**src/rtl/sfrlw_pkg.sv**
```systemverilog
// Shared types, widths and constants of the serial frame receiver.
package sfrlw_pkg;

	localparam int BYTE_W     = 8;
	localparam int LEN_W      = 7;
	localparam int CNT_W      = 16;
	localparam int CFG_IDX_W  = 3;
	localparam int CFG_DATA_W = 16;

	// Frame bytes 1..8 are the only stored bytes that reach a result.
	localparam int STORE_LAST = 8;

	localparam int QDEPTH = 4;
	localparam int QA_W   = $clog2(QDEPTH);
	localparam int QC_W   = $clog2(QDEPTH + 1);

	localparam int MAX_FRAME_DEF = 32;

	localparam logic [LEN_W-1:0] LEN_FLOOR = LEN_W'(4);

	localparam logic [BYTE_W-1:0] HEADER_RST = 8'h42;
	localparam logic [LEN_W-1:0]  MIN_RST    = LEN_W'(4);
	localparam logic [LEN_W-1:0]  MAX_RST    = LEN_W'(32);
	localparam logic [BYTE_W-1:0] CTRL_RST   = 8'h01;
	localparam logic [CNT_W-1:0]  DROP_RST   = CNT_W'(3000);

	typedef enum logic [CFG_IDX_W-1:0] {
		REG_HEADER    = 3'd0,
		REG_MIN_LEN   = 3'd1,
		REG_MAX_LEN   = 3'd2,
		REG_CTRL_ADDR = 3'd3,
		REG_DROP_LIM  = 3'd4
	} cfg_reg_t;

	typedef enum logic {
		EVT_FRAME = 1'b0,
		EVT_LOST  = 1'b1
	} evt_kind_t;

	typedef enum logic {
		REC_TICK  = 1'b0,
		REC_FRAME = 1'b1
	} rec_kind_t;

	typedef struct packed {
		logic [BYTE_W-1:0] header;
		logic [LEN_W-1:0]  min_len;
		logic [LEN_W-1:0]  max_len;
		logic [BYTE_W-1:0] ctrl_addr;
		logic [CNT_W-1:0]  drop_limit;
	} cfg_t;

	// One queue entry: a tick, or a frame that passed its checksum.
	typedef struct packed {
		rec_kind_t         kind;
		logic [BYTE_W-1:0] addr;
		logic [LEN_W-1:0]  len;
		logic [31:0]       word;
		logic [15:0]       half;
		logic              is_ctrl;
	} rec_t;

	typedef struct packed {
		logic link_up;
		logic pop;
	} back_st_t;

endpackage

```
**src/rtl/sfrlw_channels.sv**
```systemverilog
// Handshake channels: received items, result items and register writes.
interface sfrlw_rx_if import sfrlw_pkg::*; ();
	logic              valid;
	logic              ready;
	logic              action;
	logic [BYTE_W-1:0] rx_byte;

	modport source (output valid, output action, output rx_byte, input ready);
	modport sink (input valid, input action, input rx_byte, output ready);
endinterface

interface sfrlw_evt_if import sfrlw_pkg::*; ();
	logic              valid;
	logic              ready;
	logic              event_kind;
	logic [BYTE_W-1:0] frame_address;
	logic [LEN_W-1:0]  frame_length;
	logic [31:0]       payload_word;
	logic [15:0]       payload_half;
	logic              is_control;
	logic              first_connect;

	modport source (output valid, output event_kind, output frame_address,
		output frame_length, output payload_word, output payload_half,
		output is_control, output first_connect, input ready);
	modport sink (input valid, input event_kind, input frame_address,
		input frame_length, input payload_word, input payload_half,
		input is_control, input first_connect, output ready);
endinterface

interface sfrlw_cfg_if import sfrlw_pkg::*; ();
	logic                  valid;
	logic                  ready;
	logic [CFG_IDX_W-1:0]  index;
	logic [CFG_DATA_W-1:0] data;

	modport source (output valid, output index, output data, input ready);
	modport sink (input valid, input index, input data, output ready);
endinterface

```
**src/rtl/sfrlw_front.sv**
```systemverilog
// Frame parser: takes bytes and ticks, checks frames, queues ticks and good frames.
module sfrlw_front import sfrlw_pkg::*; #(
	parameter int MAX_FRAME = MAX_FRAME_DEF
) (
	input  logic       clk,
	input  logic       arst_n,
	sfrlw_rx_if.sink   rx,
	input  cfg_t       cfg,
	input  logic       q_full,
	output logic       q_push,
	output rec_t       q_rec
);

	localparam logic [LEN_W-1:0] MAX_LEN = LEN_W'(MAX_FRAME);

	logic [LEN_W-1:0]  mn, mx;
	logic [LEN_W-1:0]  bi_q, bi_n;
	logic [LEN_W-1:0]  dl_q, dl_n;
	logic              in_frame_q, in_frame_n;
	logic [BYTE_W-1:0] sum_q, sum_n;
	logic [BYTE_W-1:0] chk_q, chk_n;
	logic [BYTE_W-1:0] st_q [1:STORE_LAST];
	logic [BYTE_W-1:0] st_n [1:STORE_LAST];
	logic              accept, is_byte, wr_en, done, good;
	logic [LEN_W-1:0]  wr_idx;
	logic [BYTE_W-1:0] b;

	// length bounds as the parser sees them
	always_comb begin
		mn = (cfg.min_len < LEN_FLOOR) ? LEN_FLOOR : cfg.min_len;
		if (cfg.max_len < LEN_FLOOR) begin
			mx = LEN_FLOOR;
		end else if (cfg.max_len > MAX_LEN) begin
			mx = MAX_LEN;
		end else begin
			mx = cfg.max_len;
		end
	end

	assign rx.ready = !q_full;
	assign accept   = rx.valid && rx.ready;
	assign is_byte  = accept && !rx.action;
	assign b        = rx.rx_byte;

	always_comb begin
		bi_n       = bi_q;
		dl_n       = dl_q;
		in_frame_n = in_frame_q;
		sum_n      = sum_q;
		chk_n      = chk_q;
		wr_en      = 1'b0;
		wr_idx     = bi_q;
		if (is_byte) begin
			priority if (b == cfg.header && !in_frame_q) begin
				in_frame_n = 1'b1;
				dl_n       = mn;
				bi_n       = LEN_W'(1);
				sum_n      = b;
			end else if (bi_q == LEN_W'(2)) begin
				wr_en  = 1'b1;
				wr_idx = LEN_W'(2);
				bi_n   = LEN_W'(3);
				sum_n  = sum_q + b;
				if (b > {1'b0, mx} || b < {1'b0, mn}) begin
					dl_n       = mn;
					bi_n       = '0;
					in_frame_n = 1'b0;
				end else begin
					dl_n = b[LEN_W-1:0];
				end
			end else if (in_frame_q && bi_q < mx) begin
				wr_en = 1'b1;
				bi_n  = bi_q + LEN_W'(1);
				// bytes before the check byte sum up; the check byte is kept aside
				if (bi_n < dl_q) begin
					sum_n = sum_q + b;
				end else if (bi_n == dl_q) begin
					chk_n = b;
				end
			end else begin
				// outside a frame, or past the maximum: the byte is dropped
			end
		end
		done = is_byte && (bi_n >= mx || bi_n >= dl_n) && bi_n > mn;
		good = done && (sum_n == chk_n);
		if (done) begin
			bi_n       = '0;
			in_frame_n = 1'b0;
		end
	end

	always_comb begin
		st_n = st_q;
		for (int k = 1; k <= STORE_LAST; k++) begin
			if (wr_en && wr_idx == LEN_W'(k)) begin
				st_n[k] = b;
			end
		end
	end

	always_comb begin
		q_push = accept && (rx.action || good);
		if (rx.action) begin
			q_rec = '{kind: REC_TICK, addr: '0, len: '0, word: '0, half: '0,
				is_ctrl: 1'b0};
		end else begin
			q_rec = '{kind: REC_FRAME, addr: st_n[1], len: st_n[2][LEN_W-1:0],
				word: {st_n[6], st_n[5], st_n[4], st_n[3]},
				half: {st_n[8], st_n[7]},
				is_ctrl: (st_n[1] == cfg.ctrl_addr)};
		end
	end

	always_ff @(posedge clk or negedge arst_n) begin
		if (!arst_n) begin
			bi_q       <= '0;
			dl_q       <= MIN_RST;
			in_frame_q <= 1'b0;
		end else begin
			bi_q       <= bi_n;
			dl_q       <= dl_n;
			in_frame_q <= in_frame_n;
		end
	end

	always_ff @(posedge clk) begin
		sum_q <= sum_n;
		chk_q <= chk_n;
		st_q  <= st_n;
	end

endmodule

```
**src/rtl/sfrlw_queue.sv**
```systemverilog
// Short queue of ticks and good frames between parser and link watch.
module sfrlw_queue import sfrlw_pkg::*; (
	input  logic clk,
	input  logic arst_n,
	input  logic push,
	input  rec_t push_rec,
	input  logic pop,
	output rec_t head,
	output logic empty,
	output logic full
);

	rec_t             ent_q [QDEPTH];
	logic [QA_W-1:0]  wr_q, rd_q;
	logic [QC_W-1:0]  cnt_q;
	logic             do_pop;

	assign empty  = (cnt_q == '0);
	assign full   = (cnt_q == QC_W'(QDEPTH));
	assign head   = ent_q[rd_q];
	assign do_pop = pop && !empty;

	always_ff @(posedge clk or negedge arst_n) begin
		if (!arst_n) begin
			wr_q  <= '0;
			rd_q  <= '0;
			cnt_q <= '0;
		end else begin
			if (push) begin
				wr_q <= wr_q + QA_W'(1);
			end
			if (do_pop) begin
				rd_q <= rd_q + QA_W'(1);
			end
			unique case ({push, do_pop})
				2'b10:   cnt_q <= cnt_q + QC_W'(1);
				2'b01:   cnt_q <= cnt_q - QC_W'(1);
				default: cnt_q <= cnt_q;
			endcase
		end
	end

	always_ff @(posedge clk) begin
		if (push) begin
			ent_q[wr_q] <= push_rec;
		end
	end

endmodule

```
**src/rtl/sfrlw_back.sv**
```systemverilog
// Link watch: silence counting, link state and the result register.
module sfrlw_back import sfrlw_pkg::*; (
	input  logic        clk,
	input  logic        arst_n,
	input  cfg_t        cfg,
	input  rec_t        rec,
	input  logic        q_empty,
	output back_st_t    st,
	sfrlw_evt_if.source evt
);

	logic              link_q;
	logic [CNT_W-1:0]  silence_q, cnt_inc;
	logic              valid_q, take, is_frame, lost, emit;
	logic              kind_q, ctrl_q, first_q;
	logic [BYTE_W-1:0] addr_q;
	logic [LEN_W-1:0]  len_q;
	logic [31:0]       word_q;
	logic [15:0]       half_q;

	assign take     = !q_empty && (!valid_q || evt.ready);
	assign is_frame = (rec.kind == REC_FRAME);
	assign cnt_inc  = (silence_q == '1) ? silence_q : silence_q + CNT_W'(1);
	assign lost     = !is_frame && link_q && (cnt_inc > cfg.drop_limit);
	assign emit     = take && (is_frame || lost);

	assign st.link_up = link_q;
	assign st.pop     = take;

	assign evt.valid         = valid_q;
	assign evt.event_kind    = kind_q;
	assign evt.frame_address = addr_q;
	assign evt.frame_length  = len_q;
	assign evt.payload_word  = word_q;
	assign evt.payload_half  = half_q;
	assign evt.is_control    = ctrl_q;
	assign evt.first_connect = first_q;

	always_ff @(posedge clk or negedge arst_n) begin
		if (!arst_n) begin
			link_q    <= 1'b0;
			silence_q <= '0;
			valid_q   <= 1'b0;
		end else begin
			if (take) begin
				if (is_frame) begin
					link_q    <= 1'b1;
					silence_q <= '0;
				end else if (link_q) begin
					silence_q <= cnt_inc;
					if (lost) begin
						link_q <= 1'b0;
					end
				end
			end
			if (emit) begin
				valid_q <= 1'b1;
			end else if (evt.ready) begin
				valid_q <= 1'b0;
			end
		end
	end

	always_ff @(posedge clk) begin
		if (emit) begin
			if (is_frame) begin
				kind_q  <= EVT_FRAME;
				addr_q  <= rec.addr;
				len_q   <= rec.len;
				word_q  <= rec.word;
				half_q  <= rec.half;
				ctrl_q  <= rec.is_ctrl;
				first_q <= !link_q;
			end else begin
				kind_q  <= EVT_LOST;
				addr_q  <= '0;
				len_q   <= '0;
				word_q  <= '0;
				half_q  <= '0;
				ctrl_q  <= 1'b0;
				first_q <= 1'b0;
			end
		end
	end

endmodule

```
**src/rtl/serial_frame_receiver_with_link_watch_unit.sv**
```systemverilog
// Top level: register file, parser, queue and link watch of the frame receiver.
//
//  channel | dir | carries                                        | handshake
//  --------+-----+------------------------------------------------+------------
//  rx      | in  | action, rx_byte                                | valid/ready
//  evt     | out | event_kind, frame_address, frame_length,       | valid/ready
//          |     | payload_word, payload_half, is_control,        |
//          |     | first_connect                                  |
//  cfg     | in  | index, data (register write)                   | valid/ready
//
// One item per cycle while the queue has room. The parser checks each byte with
// a running checksum; a good frame or a tick enters a 4-entry queue, and the
// link watch takes an entry a cycle unless evt stalls, into the result register.
// Reset loads the register defaults, drops any partial frame and marks the link
// down; the frame byte store is not cleared. While evt stalls, the queue fills
// and rx.ready falls once it holds 4 entries; ticks take a slot too.
module serial_frame_receiver_with_link_watch_unit import sfrlw_pkg::*; #(
	parameter int MAX_FRAME = MAX_FRAME_DEF
) (
	input  logic        clk,
	input  logic        arst_n,
	sfrlw_rx_if.sink    rx,
	sfrlw_evt_if.source evt,
	sfrlw_cfg_if.sink   cfg
);

	cfg_t     cfg_q;
	logic     q_push, q_full, q_empty;
	rec_t     q_in, q_head;
	back_st_t bst;

	// register writes are always taken
	assign cfg.ready = 1'b1;

	always_ff @(posedge clk or negedge arst_n) begin
		if (!arst_n) begin
			cfg_q <= '{header: HEADER_RST, min_len: MIN_RST, max_len: MAX_RST,
				ctrl_addr: CTRL_RST, drop_limit: DROP_RST};
		end else if (cfg.valid) begin
			unique case (cfg_reg_t'(cfg.index))
				REG_HEADER:    cfg_q.header     <= cfg.data[BYTE_W-1:0];
				REG_MIN_LEN:   cfg_q.min_len    <= cfg.data[LEN_W-1:0];
				REG_MAX_LEN:   cfg_q.max_len    <= cfg.data[LEN_W-1:0];
				REG_CTRL_ADDR: cfg_q.ctrl_addr  <= cfg.data[BYTE_W-1:0];
				REG_DROP_LIM:  cfg_q.drop_limit <= cfg.data[CNT_W-1:0];
				default:       cfg_q            <= cfg_q;
			endcase
		end
	end

	// front: frame parsing and checksum, one byte a cycle while the queue has room
	sfrlw_front #(
		.MAX_FRAME(MAX_FRAME)
	) u_front (
		.clk    (clk),
		.arst_n (arst_n),
		.rx     (rx),
		.cfg    (cfg_q),
		.q_full (q_full),
		.q_push (q_push),
		.q_rec  (q_in)
	);

	// decouples the parser from a stalled result port
	sfrlw_queue u_queue (
		.clk      (clk),
		.arst_n   (arst_n),
		.push     (q_push),
		.push_rec (q_in),
		.pop      (bst.pop),
		.head     (q_head),
		.empty    (q_empty),
		.full     (q_full)
	);

	// back: link state, silence count, result register
	sfrlw_back u_back (
		.clk     (clk),
		.arst_n  (arst_n),
		.cfg     (cfg_q),
		.rec     (q_head),
		.q_empty (q_empty),
		.st      (bst),
		.evt     (evt)
	);

`ifndef SYNTHESIS
	a_no_push_full: assert property (@(posedge clk) disable iff (!arst_n)
		q_push |-> !q_full)
		else $error("queue written while full");

	a_drop_reports: assert property (@(posedge clk) disable iff (!arst_n)
		$fell(bst.link_up) |-> (evt.valid && evt.event_kind == EVT_LOST))
		else $error("link dropped without a lost item");

	a_connect_reports: assert property (@(posedge clk) disable iff (!arst_n)
		$rose(bst.link_up) |-> (evt.valid && evt.event_kind == EVT_FRAME &&
			evt.first_connect))
		else $error("link came up without a first-connect frame item");

	a_lost_clean: assert property (@(posedge clk) disable iff (!arst_n)
		(evt.valid && evt.event_kind == EVT_LOST) |-> (evt.frame_address == '0 &&
			evt.frame_length == '0 && evt.payload_word == '0 &&
			evt.payload_half == '0 && !evt.is_control && !evt.first_connect))
		else $error("lost item carries frame fields");
`endif

endmodule
```
**src/flat_wrapper.sv**
```systemverilog
// flat-port wrapper written by rule: the top's interface ports become plain ports
module serial_frame_receiver_with_link_watch_unit_flat import sfrlw_pkg::*;
#(
	parameter int MAX_FRAME = MAX_FRAME_DEF
)
  (clk, arst_n, rx_valid, rx_action, rx_rx_byte, rx_ready, evt_valid, evt_event_kind, evt_frame_address, evt_frame_length, evt_payload_word, evt_payload_half, evt_is_control, evt_first_connect, evt_ready, cfg_valid, cfg_index, cfg_data, cfg_ready);
  sfrlw_rx_if rx_i ();
  sfrlw_evt_if evt_i ();
  sfrlw_cfg_if cfg_i ();
  input  logic clk;
  input  logic arst_n;
  input wire logic [$bits(rx_i.valid)-1:0] rx_valid;
  input wire logic [$bits(rx_i.action)-1:0] rx_action;
  input wire logic [$bits(rx_i.rx_byte)-1:0] rx_rx_byte;
  output wire logic [$bits(rx_i.ready)-1:0] rx_ready;
  output wire logic [$bits(evt_i.valid)-1:0] evt_valid;
  output wire logic [$bits(evt_i.event_kind)-1:0] evt_event_kind;
  output wire logic [$bits(evt_i.frame_address)-1:0] evt_frame_address;
  output wire logic [$bits(evt_i.frame_length)-1:0] evt_frame_length;
  output wire logic [$bits(evt_i.payload_word)-1:0] evt_payload_word;
  output wire logic [$bits(evt_i.payload_half)-1:0] evt_payload_half;
  output wire logic [$bits(evt_i.is_control)-1:0] evt_is_control;
  output wire logic [$bits(evt_i.first_connect)-1:0] evt_first_connect;
  input wire logic [$bits(evt_i.ready)-1:0] evt_ready;
  input wire logic [$bits(cfg_i.valid)-1:0] cfg_valid;
  input wire logic [$bits(cfg_i.index)-1:0] cfg_index;
  input wire logic [$bits(cfg_i.data)-1:0] cfg_data;
  output wire logic [$bits(cfg_i.ready)-1:0] cfg_ready;
  assign rx_i.valid = rx_valid;
  assign rx_i.action = rx_action;
  assign rx_i.rx_byte = rx_rx_byte;
  assign rx_ready = rx_i.ready;
  assign evt_valid = evt_i.valid;
  assign evt_event_kind = evt_i.event_kind;
  assign evt_frame_address = evt_i.frame_address;
  assign evt_frame_length = evt_i.frame_length;
  assign evt_payload_word = evt_i.payload_word;
  assign evt_payload_half = evt_i.payload_half;
  assign evt_is_control = evt_i.is_control;
  assign evt_first_connect = evt_i.first_connect;
  assign evt_i.ready = evt_ready;
  assign cfg_i.valid = cfg_valid;
  assign cfg_i.index = cfg_index;
  assign cfg_i.data = cfg_data;
  assign cfg_ready = cfg_i.ready;
  serial_frame_receiver_with_link_watch_unit #(.MAX_FRAME(MAX_FRAME)) u_core (.clk(clk), .arst_n(arst_n), .rx(rx_i), .evt(evt_i), .cfg(cfg_i));
endmodule
```
**config.mk**
```make
export PLATFORM = sky130hd
export DESIGN_NAME = serial_frame_receiver_with_link_watch_unit_flat
export DESIGN_NICKNAME = d
export VERILOG_FILES = /design/src/rtl/sfrlw_pkg.sv /design/src/rtl/sfrlw_channels.sv /design/src/rtl/sfrlw_front.sv /design/src/rtl/sfrlw_queue.sv /design/src/rtl/sfrlw_back.sv /design/src/rtl/serial_frame_receiver_with_link_watch_unit.sv /design/src/flat_wrapper.sv
export SDC_FILE = /design/constraint.sdc
export NUM_CORES = 1
export LEC_CHECK = 0
export ABC_AREA = 0
export BUFFER_PORTS_ARGS = -buffer_cell sky130_fd_sc_hd__buf_2
export CAP_MARGIN = 20
export CORE_ASPECT_RATIO = 0.8
export CORE_MARGIN = 3
export CORE_UTILIZATION = 61
export CTS_BUF_LIST = sky130_fd_sc_hd__clkbuf_4 sky130_fd_sc_hd__clkbuf_8 sky130_fd_sc_hd__clkbuf_16
export DETAILED_ROUTE_END_ITERATION = 10
export HOLD_SLACK_MARGIN = 0.05
export PLACE_DENSITY_LB_ADDON = 0.2
export SYNTH_ARGS = -nofsm -noshare
export SYNTH_HDL_FRONTEND = slang
export SYNTH_HIERARCHICAL = 1
export SYNTH_SLANG_ARGS = --single-unit
```
**constraint.sdc**
```tcl
create_clock -name clk -period 8 [get_ports clk]
set_input_delay 1.6 -clock clk [delete_from_list [all_inputs] [get_ports clk]]
set_output_delay 1.6 -clock clk [all_outputs]
set_load 0.005 [all_outputs]
```
==> reports/qor.txt <==
Worst EP required -> 8.48 ns
Hold WS -> 0.458 ns
Layout net count -> 1694
CTS Sinks -> 491
First-pass GRT wire length -> 71700 µm
Initial antenna violation count -> 1
CP endpoint kind -> flop
Area grow syn2layout -> 12.1%
Syn Inst Count -> 1469
Share of cells above drive strength 1 -> 25.7%
Clock latency on the worst-skew pair -> 0.57 ns
# hold bufs at CTS -> 0
CTS max path bufs -> 3
Initial DRT Pass Iterations -> 5
Core box area -> 0.0349 mm²
Rows -> 61
Clock Pin Slew Worst Setup and Hold Paths -> 0.06 ns
Power per cell area -> 326 mW/mm²
CTS buffer count -> 47
Endpoints failing setup -> 0
CTS tree -> done
Max-cap check violation count -> 0
Final Hold Vio Count -> 0
CTS H-tree lvls -> 2
I/O pin cnt -> 102
Mapped Area -> 0.0217 mm²
Vias in the first global route -> 12650
Mean Syn Cell Area -> 14.7 µm²
Max-slew headroom -> 27.0%
WP data arrival -> 7.28 ns
Setup_tns -> 0 ns
Ant diodes -> 0
YS warnings -> 6
DRT Wirelength -> 44600 µm
Nature of the critical path startpoint -> flop
IO Port Bufs -> 100
DIE WIDTH -> 217 µm
DRC -> 0
Post-route ant nets -> 0
Die Footprint -> 0.0378 mm²
Die height -> 175 µm
Worst-margin pin slew -> 1.09 ns
P_leak -> 9.58 nW
Post_cts resized -> 0
Fin crit share -> 84.9%
Pin count of the biggest net entering global routing -> 67
Commonest non-fill, non-tap cell in the layout -> edfxtp_1
WL/cell -> 21.3 µm
Via count -> 12491
Kind of critical path -> flop to flop
Final Max Tran Viols -> 0
Vias per cell -> 5.97
Number of setup buffers added after CTS -> 0
Filler Cells Inserted -> 2313
Slowest cell delay on critical path -> 0.61 ns
Final Skew -> 0.0246 ns
Achievable Freq -> 147 MHz
Status -> finished clean
Crit path max fanout -> 9
Unrepaired setup endpoints after global routing -> false
Routability Congestion -> 0.910
Gr usage total -> 24.2%
Minimum clock period -> 6.79 ns
Peak VDD IR -> 0.182 mV
Leading cell types in the layout, fill and taps excluded -> 326 x edfxtp_1, 124 x and2_1, 100 x buf_2
Tot Pwr -> 0.00791 W
Worst hold path type -> flop to flop
Root buffer cell -> clkbuf_16
Detailed-placement wirelength estimate -> 29000 µm
DRT iter0 DRCs -> 1122
Initial Utilization -> 62.1%
Grt ovf -> 0
Slowest CP cell -> or4_1
-- stage by stage --
stage          setup slack (ns)  instance area (µm²)  instances  utilization, %
6_report                   1.21                24300       2092            69.6
4_1_cts                    1.23                24300       2091            69.6
5_1_grt                   0.693                24300       2092            69.6
3_3_place_gp              0.869                22600       2003            64.8
3_5_place_dp              0.823                22600       2003            64.8
2_1_floorplan              1.03                21700       1471               -
-- layout make-up --
cell class / count / area (µm²) / area share [%]
Tap cell: 472 / 591 / 2.43
Clock inverter: 28 / 340 / 1.40
Multi-Input combinational cell: 855 / 7530 / 31.0
Timing Repair Buffer: 126 / 733 / 3.02
Sequential cell: 491 / 13500 / 55.8
Inverter: 60 / 226 / 0.933
Clock buffer: 60 / 1320 / 5.45
-- state kept, by name, summed over array words and instances, names as in the netlist --
signal                           flops
u_core/u_back/evt.payload_word      32
u_core/u_back/silence_q             16
u_core/u_front/dl_q                  7
u_core/u_queue/wr_q                  2
u_core/u_back/evt.event_kind         1
u_core/u_queue/cnt_q                 3
u_core/u_queue/rd_q                  2
u_core/u_queue/ent_q               260
u_core/u_front/sum_q                 8
u_core/cfg_q                        46
u_core/u_back/evt.payload_half      16
u_core/u_front/st_q                 63
u_core/u_front/chk_q                 8
u_core/u_back/evt.valid              1
u_core/u_back/evt.is_control         1
u_core/u_front/bi_q                  7
u_core/u_back/evt.first_connect      1
u_core/u_front/in_frame_q            1
u_core/u_back/link_q                 1
u_core/u_back/evt.frame_length       7
u_core/u_back/evt.frame_address      8
-- power breakdown --
part / internal (W) / switching, W / total [W]
clock network: 0.00138 / 0.000954 / 0.00233
logic: 0.000940 / 0.00113 / 0.00207
registers: 0.00330 / 0.000199 / 0.00350
total: 0.00562 / 0.00229 / 0.00791
-- worst max-delay path, delay by kind of cell, from the launching register on --
family / cells / cell delay [ns]
AOI/OAI and AO/OA: 11 / 2.47
and+or+nand+nor: 8 / 2.02
adders and majority gates: 4 / 1.08
DFF: 1 / 0.47
buffers and inverters: 3 / 0.35
xor gates and xnor gates: 2 / 0.30
-- layer usage --
metal,part of all wire [%],routed length [µm],vias up,GRT usage [%]
met2,47,21100,388,38.1
met1,45,20000,6282,36.0
li1,-,-,5745,-
met3,5.8,2610,74,3.86
met4,2.0,878,2,5.33
met5,0.029,13,-,0
-- worst paths after layout --
path | startpoint | to | slack [ns] | cells after the start
worst max-delay path | u_core/cfg_q[37] | u_core/u_queue/cnt_q[2] | 1.21 | 28
worst min register to register | u_core/u_front/st_q[41] | u_core/u_front/st_q[41] | 0.46 | 2
min in group asynchronous | arst_n | u_core/cfg_q[13] | 0.97 | 1
max in group asynchronous | arst_n | u_core/u_queue/rd_q[0] | 5.93 | 2
worst min-delay path | u_core/u_front/st_q[41] | u_core/u_front/st_q[41] | 0.46 | 2
worst max register to register | u_core/cfg_q[37] | u_core/u_queue/cnt_q[2] | 1.21 | 28
Power figures use the tool's default switching activity.
